$ cat src/rtl/lps_pkg.sv
`timescale 1ns / 1ps
// ----------------------------------------------------------------------------
// Load profile statistics package
// Shared widths, item types and a helper function for the load profile block.
// ----------------------------------------------------------------------------
package lps_pkg;

    localparam int SAMPLE_W      = 16;
    localparam int HOUR_W        = 5;
    localparam int MINUTE_W      = 6;
    localparam int TIME_W        = 7;
    localparam int DAY_SUM_W     = 23;
    localparam int HOURS_PER_DAY = 24;
    localparam int QUEUE_DEPTH   = 4;

    typedef struct packed {
        logic [SAMPLE_W-1:0] power_sample;
    } sample_t;

    typedef struct packed {
        logic [HOUR_W-1:0]   hour_index;
        logic [SAMPLE_W-1:0] hour_average;
        logic                day_done;
        logic [SAMPLE_W-1:0] peak_value;
        logic [HOUR_W-1:0]   peak_hour;
        logic [MINUTE_W-1:0] peak_minute;
        logic [SAMPLE_W-1:0] base_value;
        logic [HOUR_W-1:0]   base_hour;
        logic [MINUTE_W-1:0] base_minute;
        logic [SAMPLE_W-1:0] day_mean;
    } result_t;

    // Work handed from the front to the back; day_mean is filled in by the back.
    typedef struct packed {
        result_t              res;
        logic [DAY_SUM_W-1:0] day_sum;
    } job_t;

    typedef struct packed {
        logic full;
        logic empty;
    } queue_status_t;

    function automatic logic [MINUTE_W-1:0] minute_of(input logic [1:0] quarter);
        logic [MINUTE_W-1:0] minute;
        case (quarter)
            2'd0:    minute = 6'd0;
            2'd1:    minute = 6'd15;
            2'd2:    minute = 6'd30;
            default: minute = 6'd45;
        endcase
        return minute;
    endfunction

endpackage

$ cat src/rtl/lps_stream_if.sv
`timescale 1ns / 1ps
// ----------------------------------------------------------------------------
// Load profile stream interface
// Valid/ready channel carrying one item of a given payload type.
// ----------------------------------------------------------------------------
interface lps_stream_if #(parameter type payload_t = logic);

    logic     valid;
    logic     ready;
    payload_t payload;

    modport source (output valid, output payload, input ready);
    modport sink   (input valid, input payload, output ready);

endinterface

$ cat src/rtl/lps_front.sv
`timescale 1ns / 1ps
// ----------------------------------------------------------------------------
// Load profile front end
// Accepts samples, keeps time of day, sums and extremes, and queues results.
// ----------------------------------------------------------------------------
module lps_front
    import lps_pkg::*;
#(
    parameter int SAMPLES_PER_DAY = 96,
    parameter int SAMPLE_WIDTH    = 16
)
(
    input  logic          clk,
    input  logic          rst_n,
    lps_stream_if.sink    samples,
    input  queue_status_t q_status,
    output logic          push,
    output job_t          push_job
);

    localparam int SW     = (SAMPLE_WIDTH < SAMPLE_W) ? SAMPLE_WIDTH : SAMPLE_W;
    localparam int IDX_W  = $clog2(SAMPLES_PER_DAY);
    localparam int HSUM_W = SW + 2;
    localparam int DSUM_W = SW + IDX_W;
    localparam logic [IDX_W-1:0]  LAST_INDEX = IDX_W'(SAMPLES_PER_DAY - 1);
    localparam logic [HOUR_W-1:0] LAST_HOUR  = HOUR_W'(HOURS_PER_DAY - 1);

    logic [IDX_W-1:0]  index_reg, index_next;
    logic [1:0]        quarter_reg, quarter_next;
    logic [HOUR_W-1:0] hour_reg, hour_next;
    logic [HSUM_W-1:0] hour_sum_reg, hour_sum_next;
    logic [DSUM_W-1:0] day_sum_reg, day_sum_next;
    logic [SW-1:0]     peak_reg, peak_next;
    logic [TIME_W-1:0] peak_time_reg, peak_time_next;
    logic [SW-1:0]     base_reg, base_next;
    logic [TIME_W-1:0] base_time_reg, base_time_next;

    logic [SW-1:0]     sample;
    logic [TIME_W-1:0] now;
    logic [HSUM_W-1:0] hour_sum_new;
    logic [DSUM_W-1:0] day_sum_new;
    logic [SW-1:0]     peak_new, base_new;
    logic [TIME_W-1:0] peak_time_new, base_time_new;
    logic              first, hour_end, day_end, accept;

    assign samples.ready = !q_status.full;
    assign accept        = samples.valid && samples.ready;

    assign sample       = samples.payload.power_sample[SW-1:0];
    assign now          = {hour_reg, quarter_reg};
    assign hour_sum_new = hour_sum_reg + HSUM_W'(sample);
    assign day_sum_new  = day_sum_reg + DSUM_W'(sample);
    assign first        = (index_reg == '0);
    assign hour_end     = (quarter_reg == 2'd3);
    assign day_end      = (index_reg == LAST_INDEX);

    always_comb
    begin
        peak_new      = peak_reg;
        peak_time_new = peak_time_reg;
        base_new      = base_reg;
        base_time_new = base_time_reg;
        if (first || sample > peak_reg)
        begin
            peak_new      = sample;
            peak_time_new = now;
        end
        if (first || sample < base_reg)
        begin
            base_new      = sample;
            base_time_new = now;
        end
    end

    always_comb
    begin
        push_job = '0;
        if (hour_end)
        begin
            push_job.res.hour_index   = hour_reg;
            push_job.res.hour_average = SAMPLE_W'(hour_sum_new[HSUM_W-1:2]);
        end
        if (day_end)
        begin
            push_job.res.day_done    = 1'b1;
            push_job.res.peak_value  = SAMPLE_W'(peak_new);
            push_job.res.peak_hour   = peak_time_new[TIME_W-1:2];
            push_job.res.peak_minute = minute_of(peak_time_new[1:0]);
            push_job.res.base_value  = SAMPLE_W'(base_new);
            push_job.res.base_hour   = base_time_new[TIME_W-1:2];
            push_job.res.base_minute = minute_of(base_time_new[1:0]);
            push_job.day_sum         = DAY_SUM_W'(day_sum_new);
        end
    end

    assign push = accept && (hour_end || day_end);

    always_comb
    begin
        index_next     = index_reg;
        quarter_next   = quarter_reg;
        hour_next      = hour_reg;
        hour_sum_next  = hour_sum_reg;
        day_sum_next   = day_sum_reg;
        peak_next      = peak_reg;
        peak_time_next = peak_time_reg;
        base_next      = base_reg;
        base_time_next = base_time_reg;
        if (accept)
        begin
            if (day_end)
            begin
                index_next     = '0;
                quarter_next   = '0;
                hour_next      = '0;
                hour_sum_next  = '0;
                day_sum_next   = '0;
                peak_next      = '0;
                peak_time_next = '0;
                base_next      = '0;
                base_time_next = '0;
            end
            else
            begin
                index_next     = index_reg + 1'b1;
                day_sum_next   = day_sum_new;
                peak_next      = peak_new;
                peak_time_next = peak_time_new;
                base_next      = base_new;
                base_time_next = base_time_new;
                if (hour_end)
                begin
                    quarter_next  = '0;
                    hour_sum_next = '0;
                    hour_next     = (hour_reg == LAST_HOUR) ? '0 : hour_reg + 1'b1;
                end
                else
                begin
                    quarter_next  = quarter_reg + 1'b1;
                    hour_sum_next = hour_sum_new;
                end
            end
        end
    end

    always_ff @(posedge clk or negedge rst_n)
    begin
        if (!rst_n)
        begin
            index_reg     <= '0;
            quarter_reg   <= '0;
            hour_reg      <= '0;
            hour_sum_reg  <= '0;
            day_sum_reg   <= '0;
            peak_reg      <= '0;
            peak_time_reg <= '0;
            base_reg      <= '0;
            base_time_reg <= '0;
        end
        else
        begin
            index_reg     <= index_next;
            quarter_reg   <= quarter_next;
            hour_reg      <= hour_next;
            hour_sum_reg  <= hour_sum_next;
            day_sum_reg   <= day_sum_next;
            peak_reg      <= peak_next;
            peak_time_reg <= peak_time_next;
            base_reg      <= base_next;
            base_time_reg <= base_time_next;
        end
    end

endmodule

$ cat src/rtl/lps_queue.sv
`timescale 1ns / 1ps
// ----------------------------------------------------------------------------
// Load profile job queue
// Short first-in first-out queue between the front end and the back end.
// ----------------------------------------------------------------------------
module lps_queue
    import lps_pkg::*;
(
    input  logic          clk,
    input  logic          rst_n,
    input  logic          push,
    input  job_t          push_job,
    input  logic          pop,
    output job_t          pop_job,
    output queue_status_t status
);

    localparam int PTR_W = $clog2(QUEUE_DEPTH);
    localparam int CNT_W = PTR_W + 1;

    job_t             slot_reg [QUEUE_DEPTH];
    logic [PTR_W-1:0] wr_ptr_reg, wr_ptr_next;
    logic [PTR_W-1:0] rd_ptr_reg, rd_ptr_next;
    logic [CNT_W-1:0] count_reg, count_next;

    assign pop_job      = slot_reg[rd_ptr_reg];
    assign status.full  = (count_reg == CNT_W'(QUEUE_DEPTH));
    assign status.empty = (count_reg == '0);

    always_comb
    begin
        wr_ptr_next = push ? wr_ptr_reg + 1'b1 : wr_ptr_reg;
        rd_ptr_next = pop ? rd_ptr_reg + 1'b1 : rd_ptr_reg;
        count_next  = count_reg;
        if (push && !pop)
        begin
            count_next = count_reg + 1'b1;
        end
        else if (pop && !push)
        begin
            count_next = count_reg - 1'b1;
        end
    end

    always_ff @(posedge clk)
    begin
        if (push)
        begin
            slot_reg[wr_ptr_reg] <= push_job;
        end
    end

    always_ff @(posedge clk or negedge rst_n)
    begin
        if (!rst_n)
        begin
            wr_ptr_reg <= '0;
            rd_ptr_reg <= '0;
            count_reg  <= '0;
        end
        else
        begin
            wr_ptr_reg <= wr_ptr_next;
            rd_ptr_reg <= rd_ptr_next;
            count_reg  <= count_next;
        end
    end

endmodule

$ cat src/rtl/lps_back.sv
`timescale 1ns / 1ps
// ----------------------------------------------------------------------------
// Load profile back end
// Computes the day mean by reciprocal multiplication and drives the results.
// ----------------------------------------------------------------------------
module lps_back
    import lps_pkg::*;
#(
    parameter int SAMPLES_PER_DAY = 96
)
(
    input  logic          clk,
    input  logic          rst_n,
    input  queue_status_t q_status,
    input  job_t          pop_job,
    output logic          pop,
    lps_stream_if.source  results
);

    localparam int PROD_W = 2 * DAY_SUM_W;
    localparam logic [DAY_SUM_W-1:0] RECIP   = DAY_SUM_W'((1 << DAY_SUM_W) / SAMPLES_PER_DAY);
    localparam logic [DAY_SUM_W-1:0] DIVISOR = DAY_SUM_W'(SAMPLES_PER_DAY);

    logic              s1_valid_reg, s1_valid_next;
    job_t              s1_job_reg;
    logic [PROD_W-1:0] s1_prod_reg;
    logic              out_valid_reg, out_valid_next;
    result_t           out_reg;

    logic                 s1_en, out_free;
    logic [DAY_SUM_W-1:0] quot_est, remainder, quot;
    logic [PROD_W-1:0]    quot_times_div;
    result_t              formatted;

    assign out_free        = !out_valid_reg || results.ready;
    assign s1_en           = !s1_valid_reg || out_free;
    assign pop             = !q_status.empty && s1_en;
    assign s1_valid_next   = s1_en ? !q_status.empty : s1_valid_reg;
    assign out_valid_next  = out_free ? s1_valid_reg : out_valid_reg;
    assign results.valid   = out_valid_reg;
    assign results.payload = out_reg;

    // The estimate is at most one below the true quotient.
    assign quot_est       = s1_prod_reg[PROD_W-1:DAY_SUM_W];
    assign quot_times_div = PROD_W'(quot_est) * PROD_W'(DIVISOR);
    assign remainder      = s1_job_reg.day_sum - quot_times_div[DAY_SUM_W-1:0];
    assign quot           = (remainder >= DIVISOR) ? quot_est + 1'b1 : quot_est;

    always_comb
    begin
        formatted          = s1_job_reg.res;
        formatted.day_mean = quot[SAMPLE_W-1:0];
    end

    always_ff @(posedge clk)
    begin
        if (pop)
        begin
            s1_job_reg  <= pop_job;
            s1_prod_reg <= PROD_W'(pop_job.day_sum) * PROD_W'(RECIP);
        end
        if (out_free && s1_valid_reg)
        begin
            out_reg <= formatted;
        end
    end

    always_ff @(posedge clk or negedge rst_n)
    begin
        if (!rst_n)
        begin
            s1_valid_reg  <= 1'b0;
            out_valid_reg <= 1'b0;
        end
        else
        begin
            s1_valid_reg  <= s1_valid_next;
            out_valid_reg <= out_valid_next;
        end
    end

endmodule

$ cat src/rtl/load_profile_statistics_top.sv
`timescale 1ns / 1ps
// ----------------------------------------------------------------------------
// Load profile statistics
// Hourly averages and daily peak, base and mean of 15-minute power samples.
// ----------------------------------------------------------------------------
// The samples channel takes one power sample item per quarter hour of the
// meter day. The results channel gives one item for every fourth sample,
// carrying the hour's average, and one for the day's last sample, which also
// carries the peak and base load with their first times and the day mean.
// Samples that close neither an hour nor a day give no result item.
// A sample is taken in every cycle while the job queue has room. A result
// item is written into the job queue, then registered in the mean multiplier
// stage and then in the output register. Throughput is one item per cycle
// while the queue has room and the receiver keeps up, set by the front end,
// which updates its state as each sample is taken, and the pipelined back end.
// When the receiver stalls, the result stays in the output register, the
// back end holds, and the four-entry queue absorbs further results; the
// samples channel drops ready only when the queue is full.
// Reset clears the time of day, all sums and extremes and empties the queue.
// ----------------------------------------------------------------------------
module load_profile_statistics_top
    import lps_pkg::*;
#(
    parameter int SAMPLES_PER_DAY = 96,
    parameter int SAMPLE_WIDTH    = 16
)
(
    input  logic         clk,
    input  logic         rst_n,
    lps_stream_if.sink   samples,
    lps_stream_if.source results
);

    logic          push;
    job_t          push_job;
    logic          pop;
    job_t          pop_job;
    queue_status_t q_status;

    lps_front #(
        .SAMPLES_PER_DAY (SAMPLES_PER_DAY),
        .SAMPLE_WIDTH    (SAMPLE_WIDTH)
    ) u_front (
        .clk      (clk),
        .rst_n    (rst_n),
        .samples  (samples),
        .q_status (q_status),
        .push     (push),
        .push_job (push_job)
    );

    lps_queue u_queue (
        .clk      (clk),
        .rst_n    (rst_n),
        .push     (push),
        .push_job (push_job),
        .pop      (pop),
        .pop_job  (pop_job),
        .status   (q_status)
    );

    lps_back #(
        .SAMPLES_PER_DAY (SAMPLES_PER_DAY)
    ) u_back (
        .clk      (clk),
        .rst_n    (rst_n),
        .q_status (q_status),
        .pop_job  (pop_job),
        .pop      (pop),
        .results  (results)
    );

    assert property (@(posedge clk) disable iff (!rst_n) push |-> !q_status.full)
        else $error("Job queue written while full.");

    assert property (@(posedge clk) disable iff (!rst_n) pop |-> !q_status.empty)
        else $error("Job queue read while empty.");

    assert property (@(posedge clk) disable iff (!rst_n)
        (results.valid && !results.payload.day_done) |->
            (results.payload.peak_value == '0 && results.payload.base_value == '0 &&
             results.payload.day_mean == '0))
        else $error("Day summary fields set on an hourly result item.");

    assert property (@(posedge clk) disable iff (!rst_n)
        (results.valid && results.payload.day_done) |->
            (results.payload.peak_value >= results.payload.base_value &&
             results.payload.day_mean <= results.payload.peak_value &&
             results.payload.day_mean >= results.payload.base_value))
        else $error("Day mean outside the range of base and peak load.");

endmodule

$ cat src/flat_wrapper.sv
// flat-port wrapper written by rule: the top's interface ports become plain ports
module load_profile_statistics_top_flat import lps_pkg::*;
#(
    parameter int SAMPLES_PER_DAY = 96,
    parameter int SAMPLE_WIDTH    = 16
)
  (clk, rst_n, samples_valid, samples_payload, samples_ready, results_valid, results_payload, results_ready);
  lps_stream_if #(.payload_t(sample_t)) samples_i ();
  lps_stream_if #(.payload_t(result_t)) results_i ();
  input  logic clk;
  input  logic rst_n;
  input wire logic [$bits(samples_i.valid)-1:0] samples_valid;
  input wire logic [$bits(samples_i.payload)-1:0] samples_payload;
  output wire logic [$bits(samples_i.ready)-1:0] samples_ready;
  output wire logic [$bits(results_i.valid)-1:0] results_valid;
  output wire logic [$bits(results_i.payload)-1:0] results_payload;
  input wire logic [$bits(results_i.ready)-1:0] results_ready;
  assign samples_i.valid = samples_valid;
  assign samples_i.payload = samples_payload;
  assign samples_ready = samples_i.ready;
  assign results_valid = results_i.valid;
  assign results_payload = results_i.payload;
  assign results_i.ready = results_ready;
  load_profile_statistics_top #(.SAMPLES_PER_DAY(SAMPLES_PER_DAY), .SAMPLE_WIDTH(SAMPLE_WIDTH)) u_core (.clk(clk), .rst_n(rst_n), .samples(samples_i), .results(results_i));
endmodule
$ cat config.mk
export PLATFORM = sky130hd
export DESIGN_NAME = load_profile_statistics_top_flat
export DESIGN_NICKNAME = d
export VERILOG_FILES = /design/src/rtl/lps_pkg.sv /design/src/rtl/lps_stream_if.sv /design/src/rtl/lps_front.sv /design/src/rtl/lps_queue.sv /design/src/rtl/lps_back.sv /design/src/rtl/load_profile_statistics_top.sv /design/src/flat_wrapper.sv
export SDC_FILE = /design/constraint.sdc
export NUM_CORES = 1
export LEC_CHECK = 0
export ABC_CLOCK_PERIOD_IN_PS = 17300
export BUFFER_PORTS_ARGS = -buffer_cell sky130_fd_sc_hd__buf_2
export CAP_MARGIN = 20
export CORE_UTILIZATION = 36
export CTS_CLUSTER_DIAMETER = 120
export DETAILED_ROUTE_END_ITERATION = 8
export SLEW_MARGIN = 20
export SYNTH_ARGS = -nofsm -noshare
export SYNTH_HDL_FRONTEND = slang
export SYNTH_HIERARCHICAL = 1
export SYNTH_SLANG_ARGS = --single-unit
$ cat constraint.sdc
create_clock -name clk -period 17.3 [get_ports clk]
set_clock_uncertainty 0.15 [all_clocks]
set_input_delay 5.19 -clock clk [delete_from_list [all_inputs] [get_ports clk]]
set_output_delay 5.19 -clock clk [all_outputs]
set_load 0.01 [all_outputs]
==> flow_summary.ini, run 1 <==
[worst_setup_path]
timing.rr.start = u_core/u_queue/rd_ptr_reg[1]$_DFFE_PN0P_
critical_path.most_common_cell = sky130_fd_sc_hd__fa_1
critical-path-slowest-cell = sky130_fd_sc_hd__dfrtp_4
reg2regPathDepth = 24
worst-endpoint-required_ps = 17500
r2r_setup_slack_ps = 8750
crit_path_end = u_core/u_back/s1_prod_reg[39]$_DFFE_PP_
cp.buffers_inverters = 4
setup.worst_path.class = reg -> reg
timing.critical_path.from = u_core/u_queue/rd_ptr_reg[1]$_DFFE_PN0P_
critical-path-max-stage-delay_ps = 910
cp_num_cells = 24
critical-path-top-delay-family = adder cells
cp-end-kind = flop
worst_setup_path_start_kind = flop
timing.rr.end = u_core/u_back/s1_prod_reg[39]$_DFFE_PP_
timing.critical_path.arrival_ps = 8750
cp_cell_sequence = buf_4, mux4_2, ha_1, xor2_1, ha_1, nor2_1, fa_1, inv_1, fa_1, inv_1, fa_1, fa_1, inv_1, ha_1, nand4_1, a211o_1, nor4_1, a211o_1, a2111oi_2, o41a_1, nor2b_1, o21ai_1, a21oi_1, a31oi_1
critical_path.max_fanout = 61

[finish]
largest_reg_flops = 396
post_layout_nonfiller_instances = 4004
fin_nets = 3074
syn_to_final_growth_pct = 13.2
post_route_cells_drive_above_1_share = 0.141

[floorplanning]
die_area_um2 = 102000
num_rows = 116
fp.dieW_um = 320
fp.coreArea_um2 = 100000
starting_density_of_the_core = 0.363
die_h_um = 320
design.portCount = 114

[sta]
totalNegativeSetupSlack_ps = 0
rsz0062_at_grt = false
tightest_pin_transition_ps = 1030
fin_hold_ws_ps = 263
period_minus_slack_ps = 8550
hold_violations = 0
worst_slew_margin_rel = 0.310
layout_worst_path_cycle_share = 0.494
setup_violations = 0
timing_max_transition_violations_final = 0
max_clock_freq_mhz = 117

[synth]
postSynthNetCount = 2930
synthesis.instances = 2497
netlist_area_before_placement_um2 = 36400
yosys_warnings = 6
post_synth.cell_area_avg_um2 = 14.6

[route]
routed-via-count = 20600
postRouteWirelength_um = 81400
ant_nets = 0
avgRoutedWirePerCell_um = 20.3
avgViaCountPerCell = 5.14
firstDrtPassIters = 6
drc_errors = 0
drt_first_iter_violations = 1365

[clocking]
htree_levels = 3
worst_skew_pair.late_latency_ps = 630
cts.root.buffer_cell = sky130_fd_sc_hd__clkbuf_16
clock_sink_count = 709
cts_repair_resize_count = 0
cts.repair_timing.setup_buffer_count = 0
tritoncts = done
clk_transition_reported_paths_ps = 60
post_cts_hold_buffer_count = 0
cts_inserted_buffers = 78
number_of_buffers_on_the_longest_clock_path = 3

[global_route]
grt_max_degree = 114
busiest_layer = met2
global_route.overflow_total = 0
grt_pass1_wl_um = 127000
groute.layer.met1.usage = 0.215
antenna_violations_before_repair = 2
grt_pass1_vias = 21800
use_met3 = 0.0235
groute.usage.overall = 0.161
met2_track_demand_over_resource = 0.272

[place]
port-buffer-count = 113
gpl.final_weighted_congestion = 0.916
hpwl_um = 55500
post-place-cells = 3858

[status]
outcome = finished clean

[min_path]
hp-class = reg -> reg
min_from = u_core/u_back/formatted[22]$_DFFE_PP_

[job]
drv_cap = 0
[layout make-up]
class | instances | area, µm²
multi-input combinational | 1403 | 14100
clock buffer | 96 | 2090
clock inverter | 47 | 597
inverter | 317 | 1190
fill | 9039 | 59000
timing repair buffer | 132 | 763
antenna | 2 | 5.00
tap | 1298 | 1620
sequential | 709 | 20700
[layer usage]
metal,wire length [µm],up-vias,part of all wire
met5,25,-,0.00031
met4,2140,4,0.026
met3,3330,134,0.041
met2,40000,482,0.49
met1,35800,10500,0.44
li1,-,9461,-
[metrics by stage]
step	util	area (µm²)	setup slack, ps
finish	0.411	41100	8750
global route	0.411	41100	8280
CTS	0.411	41100	8700
detailed placement	0.384	38400	8270
global placement	0.383	38400	8340
floorplan	-	36400	4920
[placed cells by master, fill, tap and decap left out, types with 14 or more instances in the layout]
cell type / instances
sky130_fd_sc_hd__mux2i_1: 49
sky130_fd_sc_hd__a21o_1: 36
sky130_fd_sc_hd__a211oi_1: 16
sky130_fd_sc_hd__nor2_1: 115
sky130_fd_sc_hd__edfxtp_1: 599
sky130_fd_sc_hd__nor2b_1: 14
sky130_fd_sc_hd__inv_1: 316
sky130_fd_sc_hd__mux4_2: 99
sky130_fd_sc_hd__a22o_1: 62
sky130_fd_sc_hd__fa_1: 130
sky130_fd_sc_hd__buf_2: 112
sky130_fd_sc_hd__o21ai_0: 72
sky130_fd_sc_hd__nand4_1: 19
sky130_fd_sc_hd__nand2_1: 96
sky130_fd_sc_hd__clkinv_2: 14
sky130_fd_sc_hd__and2_1: 34
sky130_fd_sc_hd__nand3_1: 26
sky130_fd_sc_hd__xor2_1: 36
sky130_fd_sc_hd__buf_4: 17
sky130_fd_sc_hd__ha_1: 283
sky130_fd_sc_hd__dfrtp_1: 108
sky130_fd_sc_hd__clkbuf_16: 80
sky130_fd_sc_hd__xnor2_1: 59
sky130_fd_sc_hd__a21oi_1: 82
[worst register-to-register path, delay by kind of cell (launching register included)]
family,cells,cell delay (ps)
adder cells (fa/ha/maj),7,3020
AO/OA/AOI/OAI,7,1540
buffers and inverters,4,1050
flip-flops,1,910
AND/OR/NAND/NOR,4,660
multiplexers,1,540
XOR/XNOR,1,440
[how the worst min path moves through the flow]
stage / to / slack, ps / cells past startpoint
after global routing: u_core/u_back/results.payload[22]$_DFFE_PP_ / 260 / 0
after global placement: u_core/u_back/results.payload[59]$_DFFE_PP_ / 250 / 0
final: u_core/u_back/results.payload[22]$_DFFE_PP_ / 260 / 0
after floorplan: u_core/u_back/results.payload[16]$_DFFE_PP_ / 250 / 0
after CTS: u_core/u_back/results.payload[57]$_DFFE_PP_ / 260 / 0
after detailed placement: u_core/u_back/results.payload[49]$_DFFE_PP_ / 260 / 0
Power of run 1 is left out: the tool's default activity adds up to more than one toggle a clock period on the data nets, which glitch-free logic cannot reach.
==> inputs of run 2 (changes only) <==
--- a/config.mk
+++ b/config.mk
@@ -5,7 +5,8 @@
 export SDC_FILE = /design/constraint.sdc
 export NUM_CORES = 1
 export LEC_CHECK = 0
-export ABC_CLOCK_PERIOD_IN_PS = 17300
+export ABC_AREA = 1
+export ABC_CLOCK_PERIOD_IN_PS = 8600
 export BUFFER_PORTS_ARGS = -buffer_cell sky130_fd_sc_hd__buf_2
 export CAP_MARGIN = 20
 export CORE_UTILIZATION = 36
==> constraint.sdc (replaced) <==
create_clock -name clk -period 8.6 [get_ports clk]
set_clock_uncertainty 0.15 [all_clocks]
set_input_delay 2.58 -clock clk [delete_from_list [all_inputs] [get_ports clk]]
set_output_delay 2.58 -clock clk [all_outputs]
set_load 0.01 [all_outputs]
==> flow_summary.ini, run 2 <==
[place]
post-place-cells = 5434
hpwl_um = 66300
gpl.final_weighted_congestion = 0.904
port-buffer-count = 113

[worst_setup_path]
critical-path-top-delay-family = adder cells
cp_cell_sequence = buf_4, o211ai_1, nand2_1, ha_1, inv_1, fa_1, fa_1, inv_1, fa_1, fa_1, inv_1, fa_1, inv_1, ha_1, a21oi_1, inv_1, a31oi_1, o21ai_0, a21oi_1, nand2_1, nand2_1, nand2_1, xor2_1
cp-end-kind = flop
worst_setup_path_start_kind = flop
r2r_setup_slack_ps = 1410
cp.buffers_inverters = 6
timing.critical_path.arrival_ps = 7430
critical-path-max-stage-delay_ps = 880
setup.worst_path.class = reg -> reg
worst-endpoint-required_ps = 8840
critical_path.max_fanout = 54
critical-path-slowest-cell = sky130_fd_sc_hd__dfrtp_4

[finish]
antenna_cells = 0
layout_common_cells = sky130_fd_sc_hd__nand2_1 (943), sky130_fd_sc_hd__inv_1 (697), sky130_fd_sc_hd__edfxtp_1 (599), sky130_fd_sc_hd__ha_1 (283), sky130_fd_sc_hd__nor2_1 (206)
fillCellCount = 10600
syn_to_final_growth_pct = 11.0
post_route_cells_drive_above_1_share = 0.102
fin_nets = 4457
largest_reg_flops = 396
most_frequent_standard_cell_in_the_layout_excluding_fill_and_tap_cells = sky130_fd_sc_hd__nand2_1
post_layout_nonfiller_instances = 5572

[floorplanning]
fp.coreArea_um2 = 111000
design.portCount = 114
starting_density_of_the_core = 0.364
fp.dieW_um = 337
die_h_um = 337
num_rows = 122
die_area_um2 = 114000

[clocking]
htree_levels = 3
clk_transition_reported_paths_ps = 70
number_of_buffers_on_the_longest_clock_path = 3
cts.root.buffer_cell = sky130_fd_sc_hd__clkbuf_16
cts_inserted_buffers = 76
clock_sink_count = 709
worst_skew_pair.late_latency_ps = 650
cts_repair_resize_count = 0
post_cts_hold_buffer_count = 0
cts.repair_timing.setup_buffer_count = 0
tritoncts = done

[sta]
worst_slew_margin_rel = 0.330
hold_violations = 0
timing_max_transition_violations_final = 0
tightest_pin_transition_ps = 1010
rsz0062_at_grt = false
layout_worst_path_cycle_share = 0.836
max_clock_freq_mhz = 139
totalNegativeSetupSlack_ps = 0
period_minus_slack_ps = 7190
setup_violations = 0

[synth]
post_synth.cell_area_avg_um2 = 10.3
synthesis.instances = 3933
yosys_warnings = 6
postSynthNetCount = 4366
netlist_area_before_placement_um2 = 40400

[job]
drv_cap = 0

[route]
routed-via-count = 26600
ant_nets = 0
avgViaCountPerCell = 4.78
avgRoutedWirePerCell_um = 17.1
firstDrtPassIters = 5
drt_first_iter_violations = 1800
drc_errors = 0
postRouteWirelength_um = 95200

[global_route]
grt_pass1_vias = 26400
grt_pass1_wl_um = 148000
groute.usage.overall = 0.168
antenna_violations_before_repair = 0
global_route.overflow_total = 0
grt_max_degree = 100

[status]
outcome = finished clean

[min_path]
hp-class = reg -> reg
run 2: final cells by class:
class	instances	area, µm²	area share
tap	1488	1860	0.0415
inverter	715	2700	0.0603
clock inverter	42	533	0.0119
timing repair buffer	134	738	0.0165
sequential	709	20700	0.462
multi-input combinational	2388	16300	0.363
clock buffer	96	2010	0.0448
run 2: metal layers:
layer	GRT usage	wire length, µm	vias to the layer above
met4	0.0472	2260	0
met2	0.286	45600	495
met3	0.0193	3420	116
met5	0	0	-
li1	-	-	13200
met1	0.226	43900	12800
run 2: path summary, 6_finish.rpt:
path                                                                     to  cells past startpoint                                     start
max in group asynchronous           u_core/u_front/peak_reg[12]$_DFFE_PN0P_                      2                                     rst_n
worst min-delay path            u_core/u_back/results.payload[44]$_DFFE_PP_                      0     u_core/u_back/formatted[44]$_DFFE_PP_
worst max register to register      u_core/u_back/s1_prod_reg[38]$_DFFE_PP_                     23  u_core/u_queue/rd_ptr_reg[1]$_DFFE_PN0P_
worst max-delay path                u_core/u_back/s1_prod_reg[38]$_DFFE_PP_                     23  u_core/u_queue/rd_ptr_reg[1]$_DFFE_PN0P_
worst min register to register  u_core/u_back/results.payload[44]$_DFFE_PP_                      0     u_core/u_back/formatted[44]$_DFFE_PP_
min in group asynchronous           u_core/u_queue/count_reg[1]$_DFFE_PN0P_                      1                                     rst_n
run 2: metrics by stage:
step	cell area [µm²]	worst slack, ps	utilization	hold slack, ps
final	44900	1410	0.404	267
after floorplan	40400	812	-	250
after CTS	44900	1400	0.404	262
after global routing	44900	993	0.404	272
after global placement	42300	1420	0.381	252
after detailed placement	42300	1400	0.381	255
run 2: worst register-to-register path: stages, from the launching register on:
cell and delay [ps]:
sky130_fd_sc_hd__dfrtp_4 880, sky130_fd_sc_hd__buf_4 750, sky130_fd_sc_hd__o211ai_1 210, sky130_fd_sc_hd__nand2_1 310, sky130_fd_sc_hd__ha_1 270, sky130_fd_sc_hd__inv_1 70, sky130_fd_sc_hd__fa_1 480, sky130_fd_sc_hd__fa_1 540
sky130_fd_sc_hd__inv_1 60, sky130_fd_sc_hd__fa_1 510, sky130_fd_sc_hd__fa_1 540, sky130_fd_sc_hd__inv_1 50, sky130_fd_sc_hd__fa_1 550, sky130_fd_sc_hd__inv_1 50, sky130_fd_sc_hd__ha_1 340, sky130_fd_sc_hd__a21oi_1 160
sky130_fd_sc_hd__inv_1 70, sky130_fd_sc_hd__a31oi_1 290, sky130_fd_sc_hd__o21ai_0 140, sky130_fd_sc_hd__a21oi_1 140, sky130_fd_sc_hd__nand2_1 110, sky130_fd_sc_hd__nand2_1 80, sky130_fd_sc_hd__nand2_1 50, sky130_fd_sc_hd__xor2_1 140
Power of run 2 is left out for the same reason.
